$ cat config.mk
export PLATFORM = sky130hd
export DESIGN_NAME = xor_checked_frame_receiver
export DESIGN_NICKNAME = d
export VERILOG_FILES = /design/src/design/xcfr_pkg.sv /design/src/design/xcfr_ctrl.sv /design/src/design/xcfr_datapath.sv /design/src/design/xor_checked_frame_receiver.sv
export SDC_FILE = /design/constraint.sdc
export NUM_CORES = 1
export LEC_CHECK = 0
export BUFFER_PORTS_ARGS = -buffer_cell sky130_fd_sc_hd__buf_2
export CAP_MARGIN = 20
export CELL_PAD_IN_SITES_DETAIL_PLACEMENT = 0
export CELL_PAD_IN_SITES_GLOBAL_PLACEMENT = 2
export CORE_MARGIN = 2
export CORE_UTILIZATION = 40
export CTS_BUF_LIST = sky130_fd_sc_hd__clkbuf_2 sky130_fd_sc_hd__clkbuf_4 sky130_fd_sc_hd__clkbuf_8
export DETAILED_ROUTE_END_ITERATION = 10
export PLACE_DENSITY = 0.73
export SYNTH_ARGS = -nofsm -noshare
export SYNTH_HDL_FRONTEND = slang
export SYNTH_SLANG_ARGS = --single-unit
$ cat constraint.sdc
create_clock -name clock -period 3.22 [get_ports clock]
set_input_delay 0.644 -clock clock [delete_from_list [all_inputs] [get_ports clock]]
set_output_delay 0.644 -clock clock [all_outputs]
set_load 0.03 [all_outputs]
$ cat src/design/xcfr_pkg.sv
// Shared constants and controller/datapath interface types for the frame receiver.
`timescale 1ns / 1ps

package xcfr_pkg;

   localparam int unsigned MAX_PAYLOAD_DEFAULT = 32;
   localparam logic [7:0]  HEAD_RESET          = 8'hAA;

   localparam int unsigned BYTE_W     = 8;
   localparam int unsigned LENGTH_W   = 6;
   localparam int unsigned INDEX_W    = 5;
   localparam int unsigned RSP_DATA_W = 32;

   // Commands from the controller to the datapath
   typedef struct packed {
      logic start_frame;   // head seen: seed checksum with head value
      logic take_command;
      logic take_length;
      logic take_payload;
      logic fetch_first;   // read payload entry 0, clear output index
      logic fetch_next;    // step output index, read following entry
   } xcfr_cmd_type;

   // Status from the datapath to the controller
   typedef struct packed {
      logic head_hit;      // incoming byte equals head register
      logic length_over;   // incoming length exceeds the payload limit
      logic length_zero;   // incoming length is zero
      logic payload_done;  // this payload byte is the final one
      logic check_ok;      // incoming byte equals running checksum
      logic rsp_last;      // word on the output is the last of the frame
   } xcfr_status_type;

endpackage

$ cat src/design/xcfr_ctrl.sv
// Frame parsing and playout state machine.
`timescale 1ns / 1ps

module xcfr_ctrl (
   input  logic                      clock,
   input  logic                      reset,
   input  logic                      req_tvalid,
   output logic                      req_tready,
   output logic                      rsp_tvalid,
   input  logic                      rsp_tready,
   input  xcfr_pkg::xcfr_status_type status_in,
   output xcfr_pkg::xcfr_cmd_type    cmd_out
);
   import xcfr_pkg::*;

   typedef enum logic [5:0] {
      S_HEAD = 6'b000001,
      S_CMD  = 6'b000010,
      S_LEN  = 6'b000100,
      S_DATA = 6'b001000,
      S_CHK  = 6'b010000,
      S_SHOW = 6'b100000
   } state_type;

   state_type state_ff, state_in;
   logic      req_fire;
   logic      rsp_fire;

   assign req_tready = (state_ff != S_SHOW);
   assign rsp_tvalid = (state_ff == S_SHOW);
   assign req_fire   = req_tvalid && req_tready;
   assign rsp_fire   = rsp_tvalid && rsp_tready;

   always_comb begin
      state_in = state_ff;
      cmd_out  = '0;
      unique case (state_ff)
         S_HEAD: begin
            if (req_fire && status_in.head_hit) begin
               cmd_out.start_frame = 1'b1;
               state_in            = S_CMD;
            end
         end
         S_CMD: begin
            if (req_fire) begin
               cmd_out.take_command = 1'b1;
               state_in             = S_LEN;
            end
         end
         S_LEN: begin
            if (req_fire) begin
               cmd_out.take_length = 1'b1;
               priority if (status_in.length_over) begin
                  state_in = S_HEAD;
               end else if (status_in.length_zero) begin
                  state_in = S_CHK;
               end else begin
                  state_in = S_DATA;
               end
            end
         end
         S_DATA: begin
            if (req_fire) begin
               cmd_out.take_payload = 1'b1;
               if (status_in.payload_done) begin
                  state_in = S_CHK;
               end
            end
         end
         S_CHK: begin
            if (req_fire) begin
               if (status_in.check_ok) begin
                  cmd_out.fetch_first = 1'b1;
                  state_in            = S_SHOW;
               end else begin
                  state_in = S_HEAD;
               end
            end
         end
         S_SHOW: begin
            if (rsp_fire) begin
               if (status_in.rsp_last) begin
                  state_in = S_HEAD;
               end else begin
                  cmd_out.fetch_next = 1'b1;
               end
            end
         end
         default: begin
            state_in = S_HEAD;
         end
      endcase
   end

   always_ff @(posedge clock) begin
      if (reset) begin
         state_ff <= S_HEAD;
      end else begin
         state_ff <= state_in;
      end
   end

endmodule

$ cat src/design/xcfr_datapath.sv
// Header registers, checksum, payload memory and output word for the frame receiver.
`timescale 1ns / 1ps

module xcfr_datapath #(
   parameter int unsigned MAX_PAYLOAD = xcfr_pkg::MAX_PAYLOAD_DEFAULT
) (
   input  logic                                clock,
   input  logic                                reset,
   input  logic                                csr_fire,
   input  logic [xcfr_pkg::BYTE_W-1:0]         csr_data,
   input  logic [xcfr_pkg::BYTE_W-1:0]         rx_byte,
   input  xcfr_pkg::xcfr_cmd_type              cmd_in,
   output xcfr_pkg::xcfr_status_type           status_out,
   output logic [xcfr_pkg::RSP_DATA_W-1:0]     rsp_tdata,
   output logic [0:0]                          rsp_tuser,
   output logic                                rsp_tlast
);
   import xcfr_pkg::*;

   localparam int unsigned LW = $clog2(MAX_PAYLOAD + 1);
   localparam int unsigned AW = (MAX_PAYLOAD > 1) ? $clog2(MAX_PAYLOAD) : 1;
   localparam int unsigned PAD_W = RSP_DATA_W - (2 * BYTE_W + LENGTH_W + INDEX_W);

   logic [BYTE_W-1:0] head_ff, head_in;
   logic [BYTE_W-1:0] check_ff, check_in;
   logic [BYTE_W-1:0] command_ff, command_in;
   logic [LW-1:0]     length_ff, length_in;
   logic [LW-1:0]     count_ff, count_in;
   logic [LW-1:0]     idx_ff, idx_in;
   logic [BYTE_W-1:0] rd_ff;
   logic [BYTE_W-1:0] payload_store_ff [MAX_PAYLOAD];

   logic [LW-1:0]     count_inc;
   logic [LW-1:0]     idx_inc;
   logic [AW-1:0]     rd_addr;
   logic              has_data;

   assign count_inc = count_ff + LW'(1);
   assign idx_inc   = idx_ff + LW'(1);
   assign rd_addr   = cmd_in.fetch_first ? '0 : idx_inc[AW-1:0];
   assign has_data  = (length_ff != '0);

   assign status_out.head_hit     = (rx_byte == head_ff);
   assign status_out.length_over  = (rx_byte > BYTE_W'(MAX_PAYLOAD));
   assign status_out.length_zero  = (rx_byte == '0);
   assign status_out.payload_done = (count_inc == length_ff);
   assign status_out.check_ok     = (rx_byte == check_ff);
   assign status_out.rsp_last     = (idx_inc == length_ff) || !has_data;

   always_comb begin
      head_in    = head_ff;
      check_in   = check_ff;
      command_in = command_ff;
      length_in  = length_ff;
      count_in   = count_ff;
      idx_in     = idx_ff;
      if (csr_fire) begin
         head_in = csr_data;
      end
      // checksum starts from the head value latched at frame start
      if (cmd_in.start_frame) begin
         check_in = head_ff;
      end
      if (cmd_in.take_command) begin
         command_in = rx_byte;
         check_in   = check_ff ^ rx_byte;
      end
      if (cmd_in.take_length) begin
         check_in = check_ff ^ rx_byte;
         if (!status_out.length_over) begin
            length_in = rx_byte[LW-1:0];
            count_in  = '0;
         end
      end
      if (cmd_in.take_payload) begin
         check_in = check_ff ^ rx_byte;
         count_in = count_inc;
      end
      if (cmd_in.fetch_first) begin
         idx_in = '0;
      end
      if (cmd_in.fetch_next) begin
         idx_in = idx_inc;
      end
   end

   always_ff @(posedge clock) begin
      if (reset) begin
         head_ff    <= HEAD_RESET;
         check_ff   <= '0;
         command_ff <= '0;
         length_ff  <= '0;
         count_ff   <= '0;
      end else begin
         head_ff    <= head_in;
         check_ff   <= check_in;
         command_ff <= command_in;
         length_ff  <= length_in;
         count_ff   <= count_in;
      end
   end

   always_ff @(posedge clock) begin
      idx_ff <= idx_in;
   end

   // payload memory: one write port while receiving, one registered read port for playout
   always_ff @(posedge clock) begin
      if (cmd_in.take_payload) begin
         payload_store_ff[count_ff[AW-1:0]] <= rx_byte;
      end
      if (cmd_in.fetch_first || cmd_in.fetch_next) begin
         rd_ff <= payload_store_ff[rd_addr];
      end
   end

   assign rsp_tdata = {PAD_W'(0),
                       INDEX_W'(idx_ff),
                       has_data ? rd_ff : BYTE_W'(0),
                       LENGTH_W'(length_ff),
                       command_ff};
   assign rsp_tuser = has_data;
   assign rsp_tlast = status_out.rsp_last;

endmodule

$ cat src/design/xor_checked_frame_receiver.sv
// Top level of the XOR-checked, length-prefixed frame receiver.
`timescale 1ns / 1ps

// Byte-serial frame receiver. Each req word is one received byte. The block
// hunts for the head byte (csr register, reset 0xAA), then takes a command
// byte, a length byte, that many payload bytes and a checksum byte equal to
// the XOR of head, command, length and payload. A length above MAX_PAYLOAD
// drops the frame; a bad checksum drops it too. A good frame plays out on
// rsp as one word per payload byte with tlast on the final one; an empty
// frame gives a single word with has_data clear. While parsing, one byte is
// taken per cycle. After the checksum byte of a good frame req_tready drops
// and the frame plays out of the payload memory's registered read port at
// one word per cycle while rsp_tready is high; input is held until the
// last word of the frame has been taken. The head register may be
// rewritten at any time; a frame in progress keeps the head value it
// started with.

module xor_checked_frame_receiver #(
   parameter int unsigned MAX_PAYLOAD = xcfr_pkg::MAX_PAYLOAD_DEFAULT
) (
   input  logic                            clock,
   input  logic                            reset,
   // req: received bytes
   input  logic                            req_tvalid,
   output logic                            req_tready,
   input  logic [7:0]                      req_tdata,  // [7:0] rx_byte
   // rsp: frame playout
   output logic                            rsp_tvalid,
   input  logic                            rsp_tready,
   // [7:0] command, [13:8] length, [21:14] data_byte, [26:22] byte_index,
   // [31:27] zero
   output logic [xcfr_pkg::RSP_DATA_W-1:0] rsp_tdata,
   output logic [0:0]                      rsp_tuser,  // [0] has_data
   output logic                            rsp_tlast,
   // csr: head byte write
   input  logic                            csr_valid,
   output logic                            csr_ready,
   input  logic [7:0]                      csr_data
);
   import xcfr_pkg::*;

   xcfr_cmd_type    cmd;
   xcfr_status_type status;
   logic            csr_fire;

   // head register is a plain flop: always ready
   assign csr_ready = 1'b1;
   assign csr_fire  = csr_valid && csr_ready;

   xcfr_ctrl u_ctrl (
      .clock      (clock),
      .reset      (reset),
      .req_tvalid (req_tvalid),
      .req_tready (req_tready),
      .rsp_tvalid (rsp_tvalid),
      .rsp_tready (rsp_tready),
      .status_in  (status),
      .cmd_out    (cmd)
   );

   xcfr_datapath #(
      .MAX_PAYLOAD (MAX_PAYLOAD)
   ) u_datapath (
      .clock      (clock),
      .reset      (reset),
      .csr_fire   (csr_fire),
      .csr_data   (csr_data),
      .rx_byte    (req_tdata),
      .cmd_in     (cmd),
      .status_out (status),
      .rsp_tdata  (rsp_tdata),
      .rsp_tuser  (rsp_tuser),
      .rsp_tlast  (rsp_tlast)
   );

endmodule

==> metrics.yaml <==
yosys:
  ys_warn_count: 0
  synth_seq_area_share_pct: 66.8
  synth.avg_cell_area_sq_um: 14.4
  syn-cell-area_sq_um: 13400
  ys_types: 74
  synthArstFlopShare_pct: 0
  ys.flop_type: "edfxtp_1"
  synth_top_cell_area_share_pct: 60.5
  synth_edf_count: 270
  yosys_register_bits: 312
  synth_area_leader_cell: "edfxtp_1"
  synth_area_leaders: "edfxtp_1, dfxtp_1, mux4_2, nor2_1, mux2i_1"
  synthCells: 931
place:
  io_buffers: 51
  dp.cells: 1403
  dp_hpwl_mm: 22.8
  placed_area_sq_um: 14200
  gp_congestion: 0.775
layout:
  final_layout_size_suffix_gt1_share_pct: 22.1
  final_cell_mix: "edfxtp_1, nor2_1, clkbuf_8"
  finalNetCount: 1043
  final-seq-area_sq_um: 8950
  n_antenna_cell: 0
  layout_commonest_cell: "edfxtp_1"
  synthToLayoutAreaGrowth_pct: 14.6
  final_area_sq_um: 15400
  fin_cells: 1508
  fill_cells: 3034
  final_util_pct: 46.1
  multi_input_area_sq_um: 4160
setup_path:
  crit_chain: "buf_12, and3_2, nand3_1, xnor3_2, or2_2, nand2_1, buf_2"
  r2r_slack_ns: 0.21
  critical_path.startpoint: "u_datapath.idx_ff[0]$_SDFFCE_PN0P_"
  max_stage_delay_ns: 0.47
  cp_max_fo: 5
  cp-start-kind: "register"
  crit_type: "reg2out"
  critical_path_arrival_ns: 2.47
  critPathCaptureType: "output port"
  crit_path_top_delay_cell: "edfxtp_1"
  worstReg2RegStart: "u_ctrl.state_ff[2]$_SDFFE_PP0P_"
  required_ns: 2.58
clock_tree:
  h-tree-depth: 2
  clk_path_buf_depth: 3
  cts-root-buf: "clkbuf_8"
  cts_tree: "yes"
  clkTransAtPathRegs_ns: 0.06
  clock_latency_ns: 0.59
  clkSinkCount: 312
  cts_made_buffers: 53
sta:
  setup_viol: 0
  slew_headroom_pct: 33.2
  min_period_ns: 3.11
  fin_setup_tns_ns: 0
  worst_pin_slew_ns: 0.995
  whs_ns: 0.264
  final_hold_viol_count: 0
  drv_slew: 0
  rsz0062_at_grt: "no"
  finClkSkew_ns: 0.0250
  fin_crit_sh_pct: 96.6
  fmax_ghz: 0.321
power_and_ir_drop:
  p_per_area_nw_per_um2: 541
  leakage_nw: 5.17
  worst_ir_drop_vdd_uv: 307
flow_run:
  drv_cap: 0
floorplanning:
  row_count: 67
  ioPinCount: 58
  dieHeight_um: 187
  core_area_sq_um: 33300
  initial_utilization_pct: 40.3
  die_w_um: 187
  dieArea_sq_um: 35000
detailed_routing:
  drc_errors: 0
  vias: 8101
  ant_nets: 0
  drt-initial-drc-count: 564
  drtPass1Iterations: 6
  avgRoutedWirePerCell_um: 23.6
  vias_per_cell: 5.37
  wl_mm: 35.6
grt:
  overflow: 0
  grt_pass1_vias: 8169
  antenna_found_initial: 1
  grt_max_degree: 58
  grt_usage_pct: 20.4
  grt_pass1_wl_mm: 52.9
worst_hold_path:
  hp-class: "in2reg"
  hp-start: "csr_data[7]"
status:
  status: "finished, final reports clean"
power breakdown:
part | internal, mW | total [mW] | switching (mW) | leakage, nW
clock | 1.94 | 3.53 | 1.59 | 0.554
combinational | 0.112 | 0.334 | 0.222 | 1.83
sequential | 4.41 | 4.44 | 0.0377 | 2.78
total | 6.46 | 8.31 | 1.85 | 5.17
synthesized netlist by cell type, types with 9 or more instances:
cell,count
edfxtp_1,270
nor2_1,112
dfxtp_1,42
o21ai_0,40
nand2_1,38
mux4_2,33
clkbuf_1,31
mux2i_1,29
xor2_1,23
o211ai_1,20
buf_2,19
a21oi_1,18
and2_1,17
nor2b_1,16
buf_4,11
xnor2_1,11
a211oi_1,10
nand3_1,10
nand4_1,10
nor3_1,10
and3_1,9
nor3b_1,9
worst max-delay path, delay by kind of cell (launching register included):
| kind | cells | cell delay, ns |
|---|---|---|
| simple gates | 4 | 0.71 |
| flops | 1 | 0.47 |
| buf+inv | 2 | 0.37 |
| xor+xnor | 1 | 0.31 |
through the flow:
step | power [mW] | setup slack (ns)
2_1_floorplan | 4.73 | 0.528
6_report | 8.31 | 0.109
3_5_place_dp | 4.87 | 0.0580
5_1_grt | 8.60 | 0.0109
3_3_place_gp | 4.86 | 0.172
4_1_cts | 8.38 | 0.00327
area by class of cell:
type                       count  share of cell area [%]
timing repair buffer          91                    3.94
tap                          448                    3.65
sequential                   312                    58.3
multi-input combinational    550                    27.1
clock inverter                25                    1.06
inverter                       9                   0.220
clock buffer                  73                    5.77
registers in the layout (all words and copies together), names as in the netlist, 8 cells and up:
register	flops
u_datapath.check_ff	8
u_datapath.payload_store_ff	256
u_datapath.command_ff	8
u_datapath.head_ff	8
u_datapath.rd_ff	8
timing repair:
action	4_1_cts	5_1_grt
setup buffers	2	5
setup endpoints to repair	1	1
hold buffers	0	0
pin swaps	1	0
resized for setup	7	0
cell families after synthesis:
| kind of cell | after synthesis | share of synthesized area [%] |
|---|---|---|
| buffers and inverters | 73 | 2.64 |
| and+or+nand+nor | 275 | 10.9 |
| AOI/OAI and AO/OA | 158 | 8.23 |
| xor gates and xnor gates | 36 | 2.57 |
| DFF | 312 | 66.8 |
| muxes | 70 | 8.38 |
| other | 2 | 0.0560 |
| adders and majority gates | 5 | 0.467 |
path summary, 6_finish.rpt:
check                                                                    end  depth (start not counted)
worst min-delay path                      u_datapath.head_ff[7]$_SDFFE_PP1P_                          2
worst min register to register         u_datapath.command_ff[5]$_SDFFE_PP0N_                          2
worst max-delay path                                               rsp_tlast                          7
worst max register to register  u_datapath.payload_store_ff[11][2]$_DFFE_PP_                          7
routing by layer:
metal / vias to the layer above / global-route usage (%) / wire length, um
li1: 3743 / - / -
met1: 4119 / 26.6 / 15500
met5: - / 0 / 0
met4: 0 / 5.40 / 656
met2: 186 / 35.7 / 18000
met3: 53 / 3.00 / 1450
(Power assumes the default switching activity.)
